$ cat config.mk
export PLATFORM = sky130hd
export DESIGN_NAME = cell_balance_hysteresis_mask
export DESIGN_NICKNAME = d
export VERILOG_FILES = /design/src/sv/cbh_pkg.sv /design/src/sv/cbh_min.sv /design/src/sv/cbh_lane.sv /design/src/sv/cell_balance_hysteresis_mask.sv
export SDC_FILE = /design/constraint.sdc
export NUM_CORES = 1
export LEC_CHECK = 0
export ABC_AREA = 1
export BUFFER_PORTS_ARGS = -buffer_cell sky130_fd_sc_hd__buf_4
export CAP_MARGIN = 20
export CORE_MARGIN = 2
export CORE_UTILIZATION = 45
export DETAILED_ROUTE_END_ITERATION = 8
export GPL_TIMING_DRIVEN = 1
export PLACE_DENSITY_LB_ADDON = 0.15
export SYNTH_ARGS = -nofsm -noshare
export SYNTH_HDL_FRONTEND = slang
export SYNTH_SLANG_ARGS = --single-unit
$ cat constraint.sdc
create_clock -name clock -period 6.4 [get_ports clock]
set_input_delay 1.6 -clock clock [delete_from_list [all_inputs] [get_ports clock]]
set_output_delay 1.6 -clock clock [all_outputs]
set_load 0.01 [all_outputs]
$ cat src/sv/cbh_pkg.sv
package cbh_pkg;

   localparam int MAX_CELLS  = 4;
   localparam int CELL_MV_W  = 16;
   localparam int ACTION_W   = 2;
   localparam int CSR_ADDR_W = 1;
   localparam int CSR_DATA_W = 16;

   // request word layout: charging_cv, then cell_mv_0 .. cell_mv_3
   localparam int REQ_DATA_W = 72;
   localparam int RSP_DATA_W = 8;

   localparam logic [ACTION_W-1:0] ACT_UPDATE    = 2'd0;
   localparam logic [ACTION_W-1:0] ACT_TOGGLE_OV = 2'd1;
   localparam logic [ACTION_W-1:0] ACT_CLEAR_OV  = 2'd2;

   localparam logic [CSR_ADDR_W-1:0] REG_START_TH = 1'd0;
   localparam logic [CSR_ADDR_W-1:0] REG_STOP_TH  = 1'd1;

   localparam logic [CELL_MV_W-1:0] START_TH_RESET = 16'd30;
   localparam logic [CELL_MV_W-1:0] STOP_TH_RESET  = 16'd20;

   typedef logic [CELL_MV_W-1:0] mv_type;
   typedef mv_type [MAX_CELLS-1:0] cell_vec_type;
   typedef logic [MAX_CELLS-1:0] mask_type;

   // one word after the minimum search stage
   typedef struct packed {
      logic [ACTION_W-1:0] action;
      logic                charging_cv;
      cell_vec_type        cells;
      mv_type              low_mv;
   } stage_type;

   // per-lane threshold results, before the hysteresis select
   typedef struct packed {
      logic ge_start;
      logic ge_stop;
   } lane_cmp_type;

endpackage

$ cat src/sv/cbh_min.sv
module cbh_min #(
   parameter int CELL_COUNT = 4
) (
   input  cbh_pkg::cell_vec_type cells,
   output cbh_pkg::mv_type       low_mv
);

   // small compare chain over at most four cells
   always_comb begin
      low_mv = cells[0];
      for (int i = 1; i < CELL_COUNT; i++) begin
         if (cells[i] < low_mv) begin
            low_mv = cells[i];
         end
      end
   end

endmodule

$ cat src/sv/cbh_lane.sv
module cbh_lane (
   input  cbh_pkg::mv_type       cell_mv,
   input  cbh_pkg::mv_type       low_mv,
   input  cbh_pkg::mv_type       start_th,
   input  cbh_pkg::mv_type       stop_th,
   output cbh_pkg::lane_cmp_type cmp
);

   cbh_pkg::mv_type excess;

   // low_mv never exceeds cell_mv, so the difference cannot wrap
   assign excess      = cell_mv - low_mv;
   assign cmp.ge_start = (excess >= start_th);
   assign cmp.ge_stop  = (excess >= stop_th);

endmodule

$ cat src/sv/cell_balance_hysteresis_mask.sv
// Passive cell-balancing mask with per-cell hysteresis. Each request word is an action:
// an update carries CELL_COUNT cell voltages (mV) and the constant-voltage charge flag;
// while that flag or the manual override is set, the lowest cell is found and each cell
// starts bleeding once its excess over that minimum reaches the start threshold, and keeps
// bleeding while the excess stays at or above the stop threshold; otherwise the mask is
// cleared. The toggle and clear actions act on the override only, and action code 3 does
// nothing. Every request produces exactly one response word carrying the mask, a pulse set
// when an update changed the mask (a full-replace write to the bleed driver is due), and
// the override flag. The minimum search is registered in the first stage, the per-cell
// lanes and the mask merge in the response register behind it. Throughput is one word
// per cycle while the response is not stalled, set by the mask/override feedback in the merge
// stage; a stalled response holds in its register while the minimum stage can still take one
// more word. Thresholds are to be written on the csr port while no word is in flight; the block does not enforce it.
module cell_balance_hysteresis_mask #(
   parameter int CELL_COUNT = 4
) (
   input  logic                                       clock,
   input  logic                                       reset,
   // csr write port: register 0 start threshold, register 1 stop threshold
   input  logic                                       csr_we,
   input  logic [cbh_pkg::CSR_ADDR_W-1:0]             csr_addr,
   input  logic [cbh_pkg::CSR_DATA_W-1:0]             csr_wdata,
   // request channel
   input  logic                                       req_tvalid,
   output logic                                       req_tready,
   // tdata: charging_cv[0], cell_mv_0[16:1], cell_mv_1[32:17],
   //        cell_mv_2[48:33], cell_mv_3[64:49], zero pad[71:65]
   input  logic [cbh_pkg::REQ_DATA_W-1:0]             req_tdata,
   // tuser: action[1:0]
   input  logic [cbh_pkg::ACTION_W-1:0]               req_tuser,
   // response channel
   output logic                                       rsp_tvalid,
   input  logic                                       rsp_tready,
   // tdata: balance_mask[3:0], mask_written[4], override_on[5], zero pad[7:6]
   output logic [cbh_pkg::RSP_DATA_W-1:0]             rsp_tdata
);

   // threshold registers
   cbh_pkg::mv_type start_th_ff, start_th_in;
   cbh_pkg::mv_type stop_th_ff,  stop_th_in;

   // minimum search stage
   logic               s1_valid_ff, s1_valid_in;
   cbh_pkg::stage_type s1_ff, s1_in;
   cbh_pkg::cell_vec_type req_cells;
   cbh_pkg::mv_type       req_low_mv;

   // merge stage state, which doubles as the response register
   cbh_pkg::mask_type mask_ff, mask_in;
   logic              ovr_ff, ovr_in;
   logic              written_ff, written_in;
   logic              rsp_valid_ff, rsp_valid_in;

   cbh_pkg::lane_cmp_type [cbh_pkg::MAX_CELLS-1:0] lane_cmp;
   cbh_pkg::mask_type lane_hit;
   cbh_pkg::mask_type target;
   logic              rsp_free;

   // csr writes
   always_comb begin
      start_th_in = start_th_ff;
      stop_th_in  = stop_th_ff;
      if (csr_we) begin
         case (csr_addr)
            cbh_pkg::REG_START_TH: start_th_in = csr_wdata;
            cbh_pkg::REG_STOP_TH:  stop_th_in  = csr_wdata;
            default: ;
         endcase
      end
   end

   // unpack the request word
   always_comb begin
      for (int i = 0; i < cbh_pkg::MAX_CELLS; i++) begin
         req_cells[i] = req_tdata[1 + i*cbh_pkg::CELL_MV_W +: cbh_pkg::CELL_MV_W];
      end
   end

   cbh_min #(.CELL_COUNT(CELL_COUNT)) u_min (
      .cells  (req_cells),
      .low_mv (req_low_mv)
   );

   // handshake: the response register frees when empty or being taken,
   // the first stage frees when empty or moving on
   assign rsp_free   = !rsp_valid_ff || rsp_tready;
   assign req_tready = !s1_valid_ff || rsp_free;

   always_comb begin
      s1_valid_in = s1_valid_ff;
      s1_in       = s1_ff;
      if (req_tready) begin
         s1_valid_in       = req_tvalid;
         s1_in.action      = req_tuser;
         s1_in.charging_cv = req_tdata[0];
         s1_in.cells       = req_cells;
         s1_in.low_mv      = req_low_mv;
      end
   end

   // per-cell lanes; cells beyond CELL_COUNT never bleed
   for (genvar g = 0; g < cbh_pkg::MAX_CELLS; g++) begin : g_lane
      if (g < CELL_COUNT) begin : g_on
         cbh_lane u_lane (
            .cell_mv  (s1_ff.cells[g]),
            .low_mv   (s1_ff.low_mv),
            .start_th (start_th_ff),
            .stop_th  (stop_th_ff),
            .cmp      (lane_cmp[g])
         );
         // hysteresis: a balancing cell is held to the lower stop threshold
         assign lane_hit[g] = mask_ff[g] ? lane_cmp[g].ge_stop : lane_cmp[g].ge_start;
      end else begin : g_off
         assign lane_cmp[g] = '0;
         assign lane_hit[g] = lane_cmp[g].ge_start;
      end
   end

   // merge: balancing is only enabled in cv charge or under override
   assign target = (s1_ff.charging_cv || ovr_ff) ? lane_hit : '0;

   always_comb begin
      mask_in      = mask_ff;
      ovr_in       = ovr_ff;
      written_in   = written_ff;
      rsp_valid_in = rsp_valid_ff;
      if (rsp_free) begin
         rsp_valid_in = s1_valid_ff;
         if (s1_valid_ff) begin
            written_in = 1'b0;
            case (s1_ff.action)
               cbh_pkg::ACT_UPDATE: begin
                  mask_in    = target;
                  written_in = (target != mask_ff);
               end
               cbh_pkg::ACT_TOGGLE_OV: ovr_in = !ovr_ff;
               cbh_pkg::ACT_CLEAR_OV:  ovr_in = 1'b0;
               default: ;
            endcase
         end
      end
   end

   always_ff @(posedge clock) begin
      if (reset) begin
         start_th_ff  <= cbh_pkg::START_TH_RESET;
         stop_th_ff   <= cbh_pkg::STOP_TH_RESET;
         s1_valid_ff  <= 1'b0;
         mask_ff      <= '0;
         ovr_ff       <= 1'b0;
         rsp_valid_ff <= 1'b0;
         written_ff   <= 1'b0;
      end else begin
         start_th_ff  <= start_th_in;
         stop_th_ff   <= stop_th_in;
         s1_valid_ff  <= s1_valid_in;
         mask_ff      <= mask_in;
         ovr_ff       <= ovr_in;
         rsp_valid_ff <= rsp_valid_in;
         written_ff   <= written_in;
      end
   end

   // payload stage needs no reset
   always_ff @(posedge clock) begin
      s1_ff <= s1_in;
   end

   assign rsp_tvalid = rsp_valid_ff;
   assign rsp_tdata  = {2'b00, ovr_ff, written_ff, mask_ff};

endmodule

# After elaboration in Yosys (flattened, before gate mapping)
# Index checks and enable logic that the tools add are counted.
[op_classes] n_eq_ne=3 n_addsub=4 reduce_logical=13 bitwise_logic=1 n_mux=10 magnitude_cmp=11
[ops] op="$ge A16 B16 Y1" count=8
[ops] op="$sub A16 B16 Y16" count=4
[ops] op="$lt A16 B16 Y1" count=3
[ops] op="$mux W16" count=3
[ops] op="$reduce_and A2 Y1" count=3
[ops] op="$reduce_and A3 Y1" count=2
[ops] op="$mux W1" count=5
[ops] op="$mux W4" count=1
[ops] op="$ne A4 B4 Y1" count=1
[ops] op="$logic_not A1 Y1" count=3
[ops] op="$logic_or A1 B1 Y1" count=3
[ops] op="$eq A2 B1 Y1 const B" count=1
[ops] op="$eq A2 B2 Y1 const B" count=1
[ops] op="$logic_not A2 Y1" count=1
[ops] op="$pmux W1 S2" count=1
[ops] op="$reduce_bool A2 Y1" count=1
[ops] op="$not A1 Y1" count=1
[totals] register_bits=123 wordCells=56 input_bits=96

# Longest topological paths before layout
[logic_depth] depth_word=6 ltp_mapped=41 mapped_depth_nobuf=38

# Cells and area by module
# A second synthesis with hierarchy kept.
[hier_totals] cells_unflattened=1908 area_unflattened_um2=13013.7
[by_module_without_submodules] mod="cell_balance_hysteresis_mask" area_each_um2=4162.7 n_inst=1 cells_per_inst=303
[by_module_without_submodules] mod="cbh_lane at g_lane[0].g_on.u_lane ..." area_each_um2=1783.0 n_inst=2 cells_per_inst=324
[by_module_without_submodules] mod="cbh_lane at g_lane[1].g_on.u_lane" area_each_um2=1798.0 n_inst=1 cells_per_inst=324
[by_module_without_submodules] mod="cbh_lane at g_lane[3].g_on.u_lane" area_each_um2=1783.0 n_inst=1 cells_per_inst=328
[by_module_without_submodules] mod="cbh_min" area_each_um2=1704.1 n_inst=1 cells_per_inst=305

# Worst setup path after synthesis
# Ideal clock, no wire load.
[synth_timing] path_kind="input -> register" start="in req_tdata[12] (netlist name)" end="reg s1_ff[11] (netlist name) (data pin)" arrival_time_ps=5769 cell_stages=29 setup_ps=253 path_slack_ps=378 cell_sequence="inv_1 > ha_1 > nand2_1 > inv_1 > o21ai_1 > a21oi_1 > nor2_2 > nand2_2 > clkbuf_1 > clkbuf_1 > o21ai_0 > ha_1 > nand2_1 > nor2_1 > a211oi_1 > o221a_2 > nand2_2 > clkinv_1 > o21ai_0 > inv_1 > ha_1 > a21oi_1 > nand3b_1 > a21oi_1 > a2111oi_2 > nand2_4 > buf_6 > nand2_1 > nand2_1"
[synth_between] elab_chain_len=6
[synth_lines] element="start, declared" line="cell_balance_hysteresis_mask.sv:28" rtl="input logic [cbh_pkg::REQ_DATA_W-1:0] req_tdata,"
[synth_lines] element="$lt A16 B16 Y1" line="cbh_min.sv:12" rtl="if (cells[i] < low_mv) begin"
[synth_lines] element="$mux W16 *" line="cbh_min.sv:12"
[synth_lines] element="$lt A16 B16 Y1" line="cbh_min.sv:12"
[synth_lines] element="$mux W16 *" line="cbh_min.sv:12"
[synth_lines] element="$lt A16 B16 Y1" line="cbh_min.sv:12"
[synth_lines] element="$mux W16 *" line="cbh_min.sv:12"
[synth_lines] element="named net req_low_mv[11]" line="cell_balance_hysteresis_mask.sv:46" rtl="cbh_pkg::mv_type req_low_mv;"
[synth_lines] element="end signal, assigned" line="cell_balance_hysteresis_mask.sv:166" rtl="s1_ff <= s1_in;"
[synth_lines] element="end, declared" line="cell_balance_hysteresis_mask.sv:44" rtl="cbh_pkg::stage_type s1_ff, s1_in;"
# Mark *: on every way through the listed nets, which the timed path passes. The rest lies on a longest branch.
# A chain may end at the register's enable or synchronous reset.

# Worst setup path in the final report
[layout_timing] start="in req_tdata[16] (netlist name)" end="reg s1_ff[10] (netlist name) (data pin)"
# The elaborated chain is that of the path after synthesis.

==> flow_metrics.py <==
metrics = {
    "worst_setup_path": {
        "r2r-start": "s1_ff[0]",
        "cp.required_ns": 6.58,
        "crit_fanout": 17,
        "crit_type": "input port to register",
        "cp-end-kind": "register",
        "r2r-end": "written_ff",
        "start_kind": "input port",
        "r2r_cells": 33,
        "reg2reg_setup_slack_ns": 1.62,
        "crit_arrival_ns": 6.02,
    },
    "power_and_ir_drop": {
        "leakagePower_nw": 6.45,
        "power_density_nw_per_um2": 407,
        "p_seq_frac": 0.185,
        "power.switching_mw": 2.32,
        "p_int_mw": 2.93,
        "p_clk_frac": 0.206,
        "vdd_drop_max_mv": 0.174,
        "p_sw_frac": 0.442,
        "comb_power_share": 0.608,
    },
    "die": {
        "coreArea_um2": 24100,
        "io_pins": 106,
        "die-area_um2": 25500,
        "start_util": 0.453,
        "die_width_um": 160,
        "die_h_um": 160,
        "num_rows": 57,
    },
    "route": {
        "avgViaCountPerCell": 5.10,
        "drt_iter0_drc": 469,
        "firstDrtPassIters": 6,
        "via_count": 9012,
        "drt-total-wl_um": 26600,
        "wl_per_cell_um": 15.1,
        "drtAntennaViolNets": 0,
        "route.detailed.drc": 0,
    },
    "sta": {
        "finalSetupViolations": 0,
        "setup_ws_ns": 0.564,
        "slew_viol_final": 0,
        "finalCritPeriodShare": 0.912,
        "max_freq_ghz": 0.171,
        "worst_pin_slew_ns": 0.957,
        "setup-tns-final_ns": 0,
        "max_slew_margin": 0.362,
        "finalHoldViolations": 0,
        "hold-worst-slack_ns": 0.469,
        "skew_ns": 0.0105,
        "timing.final.crit_period_ns": 5.84,
    },
    "synthesis": {
        "yosys_most_used_dff": "edfxtp_1",
        "syn_inst": 1303,
        "synth_compound_area_frac": 0.159,
        "postSynthAreaPerCell_um2": 8.38,
        "synth_top_family_by_area": "adder cells",
        "synth.top_cell.area_share": 0.268,
        "synth_xor_area_frac": 0.0497,
        "ys_seq_elements": 123,
        "synth-simple-area-share": 0.129,
        "synthMuxAreaShare": 0,
        "ys.warnings.count": 0,
        "synthAdderAreaFrac": 0.275,
        "async_flop_share": 0,
        "yosys-top-cells-area": "ha_1 (27%), edfxtp_1 (23%), inv_1 (7.6%), dfxtp_1 (7.3%), nand2_1 (6.8%)",
        "yosysTopAreaCell": "ha_1",
        "netlist_area_um2": 10900,
        "synth-edff-count": 83,
        "ys_seq_area_frac": 0.301,
        "ys_types": 44,
    },
    "clocking": {
        "cts_made_buffers": 17,
        "clock_sinks": 123,
        "clk_path_buf_depth": 2,
        "clock_latency_ns": 0.43,
        "clk_pin_slew_ns": 0.06,
        "cts_root_buf": "clkbuf_16",
        "cts-hold-fix-buffers": 0,
        "cts_max_level": 4,
        "cts_tree": "built",
    },
    "min_path": {
        "hp-class": "register to register",
        "worstHoldPathCells": 2,
        "holdPathEnd": "written_ff",
        "min_from": "written_ff",
    },
    "cells_and_area": {
        "seq_area_um2": 3290,
        "final_area_um2": 12900,
        "multi_input_area_um2": 6730,
        "nFillCells": 2285,
        "areaGrowthSynthToFinish_pct": 18.0,
        "drive_above_1_share": 0.119,
        "final_util": 0.535,
        "nets": 1764,
        "antennaDiodeCount": 0,
    },
    "placement": {
        "dpl_cell_area_um2": 12200,
        "portBuffers": 96,
        "pre_cts_ws_ns": -0.0259,
        "place.gp.congestion": 0.849,
        "place_hpwl_um": 21800,
    },
    "status": {
        "status": "finished clean",
    },
    "grt": {
        "grt_remaining_overflow": 0,
        "grt_antenna_before_repair": 0,
        "grt_usage": 0.215,
        "grt_pass1_vias": 8955,
        "grt_pass1_wl_um": 44000,
        "grt_max_degree": 78,
    },
    "job": {
        "cap_violations": 0,
    },
}
-- flip-flops by register name, indices dropped and copies added (netlist names) --
name         count
s1_ff           83
start_th_ff     16
stop_th_ff      16
mask_ff          4
ovr_ff           1
rsp_tvalid       1
s1_valid_ff      1
written_ff       1
-- placed cells by master (no fill, tap or decap), types with 7 or more instances in the layout --
cell and n:
a211oi_1 7, a21oi_1 141, buf_4 124, clkbuf_16 17
dfxtp_1 40, edfxtp_1 83, ha_1 234, inv_1 221
nand2_1 196, nand3_1 45, nand4_1 17, nor2_1 49
o211ai_1 12, o21ai_0 83, o21bai_1 20, xor2_1 56
-- worst max-delay path by stage --
| stage | slack [ns] | startpoint | endpoint | cells past startpoint |
|---|---|---|---|---|
| 4_1_cts | 0.40 | req_tdata[16] | s1_ff[10] | 28 |
| 2_1_floorplan | 0.38 | req_tdata[12] | s1_ff[11] | 29 |
| 3_3_place_gp | 0.01 | req_tdata[16] | s1_ff[4] | 28 |
| 6_report | 0.56 | req_tdata[16] | s1_ff[10] | 26 |
| 3_5_place_dp | -0.03 | req_tdata[16] | s1_ff[4] | 28 |
| 5_1_grt | -0.005 | req_tdata[6] | s1_ff[6] | 32 |
-- final cells by class --
type                    count  share of cell area
flip-flops and latches    123               0.256
repair buffers            126              0.0753
well taps                 324              0.0315
clock buffers              18              0.0333
inverters                 222              0.0650
multi-input cells         940               0.523
clock inverters            14              0.0169
-- synthesized netlist by cell type (all sizes together), types with 3 or more instances --
library cell	number
inv	221
dfxtp	40
a2111oi	4
a21boi	5
a21o	6
nor2	50
nand2	204
and2	3
or2	3
clkbuf	13
a211oi	8
edfxtp	83
nor3	7
fa	4
a31oi	6
o21bai	20
buf	6
nand3	45
o21ai	89
xnor2	6
nand4	17
o211ai	12
xor2	56
a21oi	141
o21a	6
ha	234
-- kinds of logic (layout without fill, tap and decap cells) --
| kind of cell | Yosys count | after routing |
|---|---|---|
| buf+inv | 241 | 380 |
| xor+xnor | 62 | 62 |
| fa+ha+maj | 238 | 238 |
| other cells | 1 | 2 |
| flops | 123 | 123 |
| compound gates | 306 | 306 |
| simple gates | 332 | 332 |
-- through the flow --
| stage | power (mW) | cells |
|---|---|---|
| 2_1_floorplan | 3.31 | 1304 |
| 3_3_place_gp | 4.05 | 1734 |
| 3_5_place_dp | 4.16 | 1734 |
| 4_1_cts | 5.27 | 1766 |
| 5_1_grt | 5.85 | 1767 |
| 6_report | 5.25 | 1767 |
-- what timing repair did --
action / 4_1_cts / 5_1_grt
buffers inserted: 0 / 1
setup endpoints to repair: 0 / 16
resized for setup: 0 / 8
-- critical path, cell delays in order --
cell and delay (ns):
buf_4 0.09, inv_1 0.04, ha_1 0.32, a21oi_1 0.14
o21ai_0 0.16, nor2_2 0.20, nand2_2 0.17, o21ai_0 0.35
ha_1 0.32, a21oi_1 0.16, nor2_1 0.07, a211oi_2 0.17
o221a_2 0.31, nand2_2 0.13, buf_12 0.16, buf_4 0.15
o21ai_0 0.21, ha_1 0.29, nand2_1 0.09, nor2_1 0.05
a211oi_1 0.21, nand2_2 0.11, nand2_4 0.19, nand2_4 0.17
nand2_1 0.10, nand2_1 0.05
-- power groups by stage --
stage               Combinational (mW)  Sequential (mW)  Clock [mW]
finish                            3.20            0.974        1.08
CTS                               3.20            0.974        1.09
global placement                  3.06            0.988           0
floorplan                         2.33            0.978           0
detailed placement                3.17            0.991           0
global route                      3.74            0.982        1.13
-- metal layers --
| layer | part of all wire | wire length [µm] | global-route usage |
|---|---|---|---|
| met2 | 0.44 | 11700 | 0.344 |
| met4 | 0.020 | 528 | 0.0667 |
| met5 | 0 | 0 | 0 |
| met1 | 0.51 | 13500 | 0.302 |
| met3 | 0.032 | 850 | 0.0296 |
No activity file was read; power rests on OpenSTA's default activity.
